--- src/mhts_ram.sv ---
// ----------------------------------------------------------------------------
// mhts_ram
// Generic single-write, single-read RAM with registered read data.
// ----------------------------------------------------------------------------
`default_nettype none

module mhts_ram #(
   parameter int WIDTH = 8,
   parameter int DEPTH = 64
) (
   input  wire logic                                         clock,
   input  wire logic                                         we,
   input  wire logic [((DEPTH > 1) ? $clog2(DEPTH) : 1)-1:0] waddr,
   input  wire logic [WIDTH-1:0]                             wdata,
   input  wire logic                                         re,
   input  wire logic [((DEPTH > 1) ? $clog2(DEPTH) : 1)-1:0] raddr,
   output logic      [WIDTH-1:0]                             rdata
);

   logic [WIDTH-1:0] mem [DEPTH];

   // Write, and register the read word when enabled.
   always_ff @(posedge clock) begin
      if (we) begin
         mem[waddr] <= wdata;
      end
      if (re) begin
         rdata <= mem[raddr];
      end
   end

endmodule

`default_nettype wire

--- config.mk ---
export PLATFORM = sky130hd
export DESIGN_NAME = mhts_ram
export DESIGN_NICKNAME = d
export VERILOG_FILES = /design/src/mhts_ram.sv
export SDC_FILE = /design/constraint.sdc
export NUM_CORES = 1
export LEC_CHECK = 0
export BUFFER_PORTS_ARGS = -buffer_cell sky130_fd_sc_hd__buf_2
export CORE_MARGIN = 2
export CORE_UTILIZATION = 50
export CTS_BUF_LIST = sky130_fd_sc_hd__clkbuf_16
export CTS_CLUSTER_SIZE = 28
export DETAILED_ROUTE_END_ITERATION = 16
export PLACE_DENSITY = 0.63
export SLEW_MARGIN = 20
export SYNTH_ARGS = -nofsm -noshare
export SYNTH_HDL_FRONTEND = slang
export SYNTH_SLANG_ARGS = --single-unit
--- constraint.sdc ---
create_clock -name clock -period 4.6 [get_ports clock]
set_clock_uncertainty 0.05 [all_clocks]
set_input_delay 1.15 -clock clock [delete_from_list [all_inputs] [get_ports clock]]
set_output_delay 1.15 -clock clock [all_outputs]
set_load 0.1 [all_outputs]
# --- Word level (Yosys, flattened, before mapping) ---
# Memories as Yosys holds them, arrays and structs flattened. A register that Yosys moved wholly into a read port is not among the register bits.
# Index checks and enable logic that the tools add are counted.
totals:
  regBits: 0
  out_inout_bits: 8
  mem_bits_rw: 512
  n_memories: 1
  input_bits: 23
  elab_cells: 3
memory_table:
  columns: ["memory", "words", "width", "read_ports", "rd_ports_with_merged_regs", "wr", "line_no", "source"]
  rows:
  - ["mem", 64, 8, 1, 1, 1, "20", "logic [WIDTH-1:0] mem [DEPTH];"]
op_classes:
  n_mux: 2
ops:
  columns: ["operator", "count"]
  rows:
  - ["2-to-1 mux 1 bit", 2]

# --- Longest topological paths before layout ---
logic_depth:
  depth_word: 2
  ltp_mapped: 9
  mapped_depth_nobuf: 5

# --- Least setup slack after synthesis ---
# Ideal clock, no wire load.
synth_timing:
  path_type: "in2reg"
  from: "input raddr[1] (netlist name)"
  to: "register rdata[3] (read register of mem) (data pin)"
  slack_ns: 1.594
  n_path_buf: 3
  t_arrival_ns: 2.690
  setup_ns: 0.266
  cell_stages: 7
  required_time_ns: 4.284
  cell_sequence: "buf_4 -> buf_2 -> buf_2 -> mux4_2 -> mux4_2 -> o21ai_1 -> o41ai_1"
synth_rtl:
  columns: ["item", "line_no", "source"]
  rows:
  - ["from (decl)", "16", "input wire logic [((DEPTH > 1) ? $clog2(DEPTH) : 1)-1:0] raddr,"]
  - ["to (decl)", "17", "output logic [WIDTH-1:0] rdata"]

==> load_flow_metrics.sql <==
INSERT INTO impl_metrics (metric_group, metric, value, unit) VALUES
('run_status', 'status', 'finished, final reports clean', ''),
('hold_path', 'worst_hold_startpoint', 'mem[34][1]', ''),
('layout', 'layout_area_overhead', '11.66', '%'),
('setup_path', 'critPathLaunchType', 'primary input', ''),
('die', 'die_width', '205.2', 'um'),
('setup_path', 'arrival', '3.41', 'ns'),
('clock_network', 'cts.sinks', '520', ''),
('setup_path', 'critical_path.n_buffers_inverters', '2', ''),
('setup_path', 'timing.critical_path.fanout_max', '47', ''),
('clock_network', 'ctsRootBufferMaster', 'clkbuf_16', ''),
('die', 'die_area', '0.04212', 'sq mm'),
('clock_network', 'h-tree-depth', '2', ''),
('synthesis', 'post_synth_xor_area_fraction', '0', '%'),
('synthesis', 'netlist_instances', '940', ''),
('global_route', 'grt_pass1_wl', '63.95', 'mm'),
('synthesis', 'yosys.area_share.simple', '3.374', '%'),
('synthesis', 'synth_compound_gate_area_share', '2.064', '%'),
('placed_design', 'hpwlAfterDp', '26.75', 'mm'),
('die', 'area_inside_the_core_boundary', '0.03982', 'sq mm'),
('layout', 'layout_common_cells', 'edfxtp_1, mux4_2, nor2_1, clkbuf_16, buf_4', ''),
('route', 'antenna_left', '0', ''),
('power', 'leakagePower', '7.065', 'nW'),
('sta', 'setup_viol', '0', ''),
('route', 'vias', '9469', ''),
('synthesis', 'post_synth_fa_ha_maj_area_fraction', '0', '%'),
('setup_path', 'crit-reg2reg-launch', 'mem[29][6]', ''),
('layout', 'ratio_of_cells_with_drive_above_1_in_the_final_layout', '25.60', '%'),
('setup_path', 'critical-path-max-stage-delay', '0.49', 'ns'),
('sta', 'timing.max_slew.rel_slack', '34.41', '%'),
('setup_path', 'path_cells', 'buf_4 > buf_12 > mux4_2 > mux4_2 > nor2_1 > nor3_1 > o2bb2ai_1', ''),
('synthesis', 'ys_async_sr_fraction', '0', '%'),
('clock_network', 'max-clock-path-buffers', '3', ''),
('clock_network', 'tritoncts', 'built', ''),
('sta', 'report.final.hold_viol_count', '0', ''),
('sta', 'finalHoldWorstSlack', '0.8590', 'ns'),
('clock_network', 'cts.reportedPaths.clkPinSlew', '0.06', 'ns'),
('synthesis', 'avgSynthCellArea', '21.54', 'sq um'),
('placed_design', 'port_buffers', '30', ''),
('sta', 'period_needed', '3.134', 'ns'),
('global_route', 'globalRouteTotalUtil', '21.48', '%'),
('global_route', 'first_global_vias', '9578', ''),
('sta', 'fin_crit_sh', '68.12', '%'),
('clock_network', 'worst_skew_late_latency', '0.59', 'ns'),
('route', 'detail_route.wirelength', '43.42', 'mm'),
('sta', 'rsz0062_at_grt', 'no', ''),
('synthesis', 'synth_enable_flop_cells', '520', ''),
('route', 'avgRoutedWirePerCell', '27.80', 'um'),
('global_route', 'pin_count_of_the_biggest_net_entering_global_routing', '65', ''),
('clock_network', 'cts_resized', '0', ''),
('synthesis', 'synth.area.mux_share', '15.88', '%'),
('synthesis', 'seq_area_frac_synth', '77.12', '%'),
('sta', 'worstMarginPinSlew', '0.9802', 'ns'),
('die', 'initial_utilization', '50.84', '%'),
('sta', 'maxSlewViolCount', '0', ''),
('setup_path', 'cp.required', '4.88', 'ns'),
('clock_network', 'cts_made_buffers', '52', ''),
('synthesis', 'synth_top_family_by_area', 'multiplexers', ''),
('run', 'maxCapViolCount', '0', ''),
('setup_path', 'reg2reg_slack', '2.27', 'ns'),
('die', 'die_height', '205.2', 'um'),
('global_route', 'grt_antenna_before_repair', '4', ''),
('setup_path', 'crit_path_frequent_cell', 'mux4_2', ''),
('clock_network', 'postCtsHoldBufs', '0', ''),
('synthesis', 'synth_warnings', '0', ''),
('global_route', 'globalRouteOverflowTotal', '0', ''),
('route', 'viasPerCell', '6.062', ''),
('layout', 'most_common_cell_after_layout_fill_and_taps_aside', 'edfxtp_1', ''),
('synthesis', 'postSynthNetCount', '963', ''),
('synthesis', 'dominant_synthesized_flop_cell', 'edfxtp_1', ''),
('power', 'vdd_ir_drop_max', '0.2827', 'mV'),
('setup_path', 'worstSetupEndpointType', 'register', '');
[report_power, final]
group	total, W	switching [W]	internal, W
Clock	0.00393	0.00169	0.00224
Combinational	0.000523	0.000339	0.000184
Sequential	0.00527	0.0000147	0.00526
[worst register-to-register path, stage by stage (launching register included)]
cell      delay [ns]
edfxtp_1        0.36
mux4_2          0.47
mux2_2          0.30
o221a_2         0.29
nor3_1          0.45
o32ai_1         0.17
[kinds of logic after synthesis]
kind of cell | Yosys count
DFF | 520
buffers and inverters | 51
and+or+nand+nor | 153
AOI/OAI and AO/OA | 54
muxes | 162
[stage by stage]
step	worst slack, ns	cells	power (W)	cell area [sq um]	util [%]
2_1_floorplan	1.594	940	0.005690	20250	-
3_3_place_gp	0.8548	1467	0.005889	20990	52.70
3_5_place_dp	0.8415	1468	0.005901	21020	52.77
4_1_cts	1.470	1560	0.009805	22590	56.73
5_1_grt	1.409	1560	0.01002	22600	56.76
6_report	1.466	1562	0.009725	22610	56.77
[Yosys cell counts, types with 3 or more instances]
master	number	area, sq um
o2bb2ai_1	3	26.28
nand3_1	13	65.06
a221oi_1	6	52.55
mux4_2	126	2838
nand2_1	19	71.32
buf_1	4	15.01
buf_2	11	55.05
o2111ai_1	3	26.28
mux2_2	13	146.4
a21oi_1	3	15.01
a211oi_1	4	30.03
nor2b_1	14	87.58
buf_4	13	97.59
mux2i_1	23	230.2
o22ai_1	8	50.05
buf_6	4	45.04
nand3b_1	3	22.52
a22oi_1	3	22.52
nand2b_1	7	43.79
o221ai_1	8	70.07
clkbuf_1	17	63.81
nor2_1	83	311.6
edfxtp_1	520	15610
nor3_1	7	35.03
[metal layers]
layer | GRT usage, % | share of wire [%] | up-vias
met5 | 0 | 0.053 | -
met4 | 6.141 | 2.5 | 4
met3 | 4.561 | 7.6 | 78
met2 | 32.69 | 47 | 356
met1 | 31.87 | 43 | 4971
li1 | - | - | 4060
[cell type report]
cell class,count,area (sq um),share of cell area (%)
well taps,525,656.9,2.906
clock inverters,39,249.0,1.101
diodes,2,5.005,0.02214
repair buffers,54,439.2,1.943
flip-flops and latches,520,15620,69.07
multi-input cells,369,4315,19.09
clock buffers,53,1326,5.867
[worst paths after layout]
kind | to | depth (start not counted)
hold reg to reg | rdata[1] | 4
setup reg to reg | rdata[6] | 5
setup / recovery | rdata[2] | 7
hold / removal | rdata[1] | 4
[flip-flops by register name (all words and copies together), names as in the netlist]
signal	cells
mem	512
rdata	8
No activity file was read; power rests on OpenSTA's default activity.
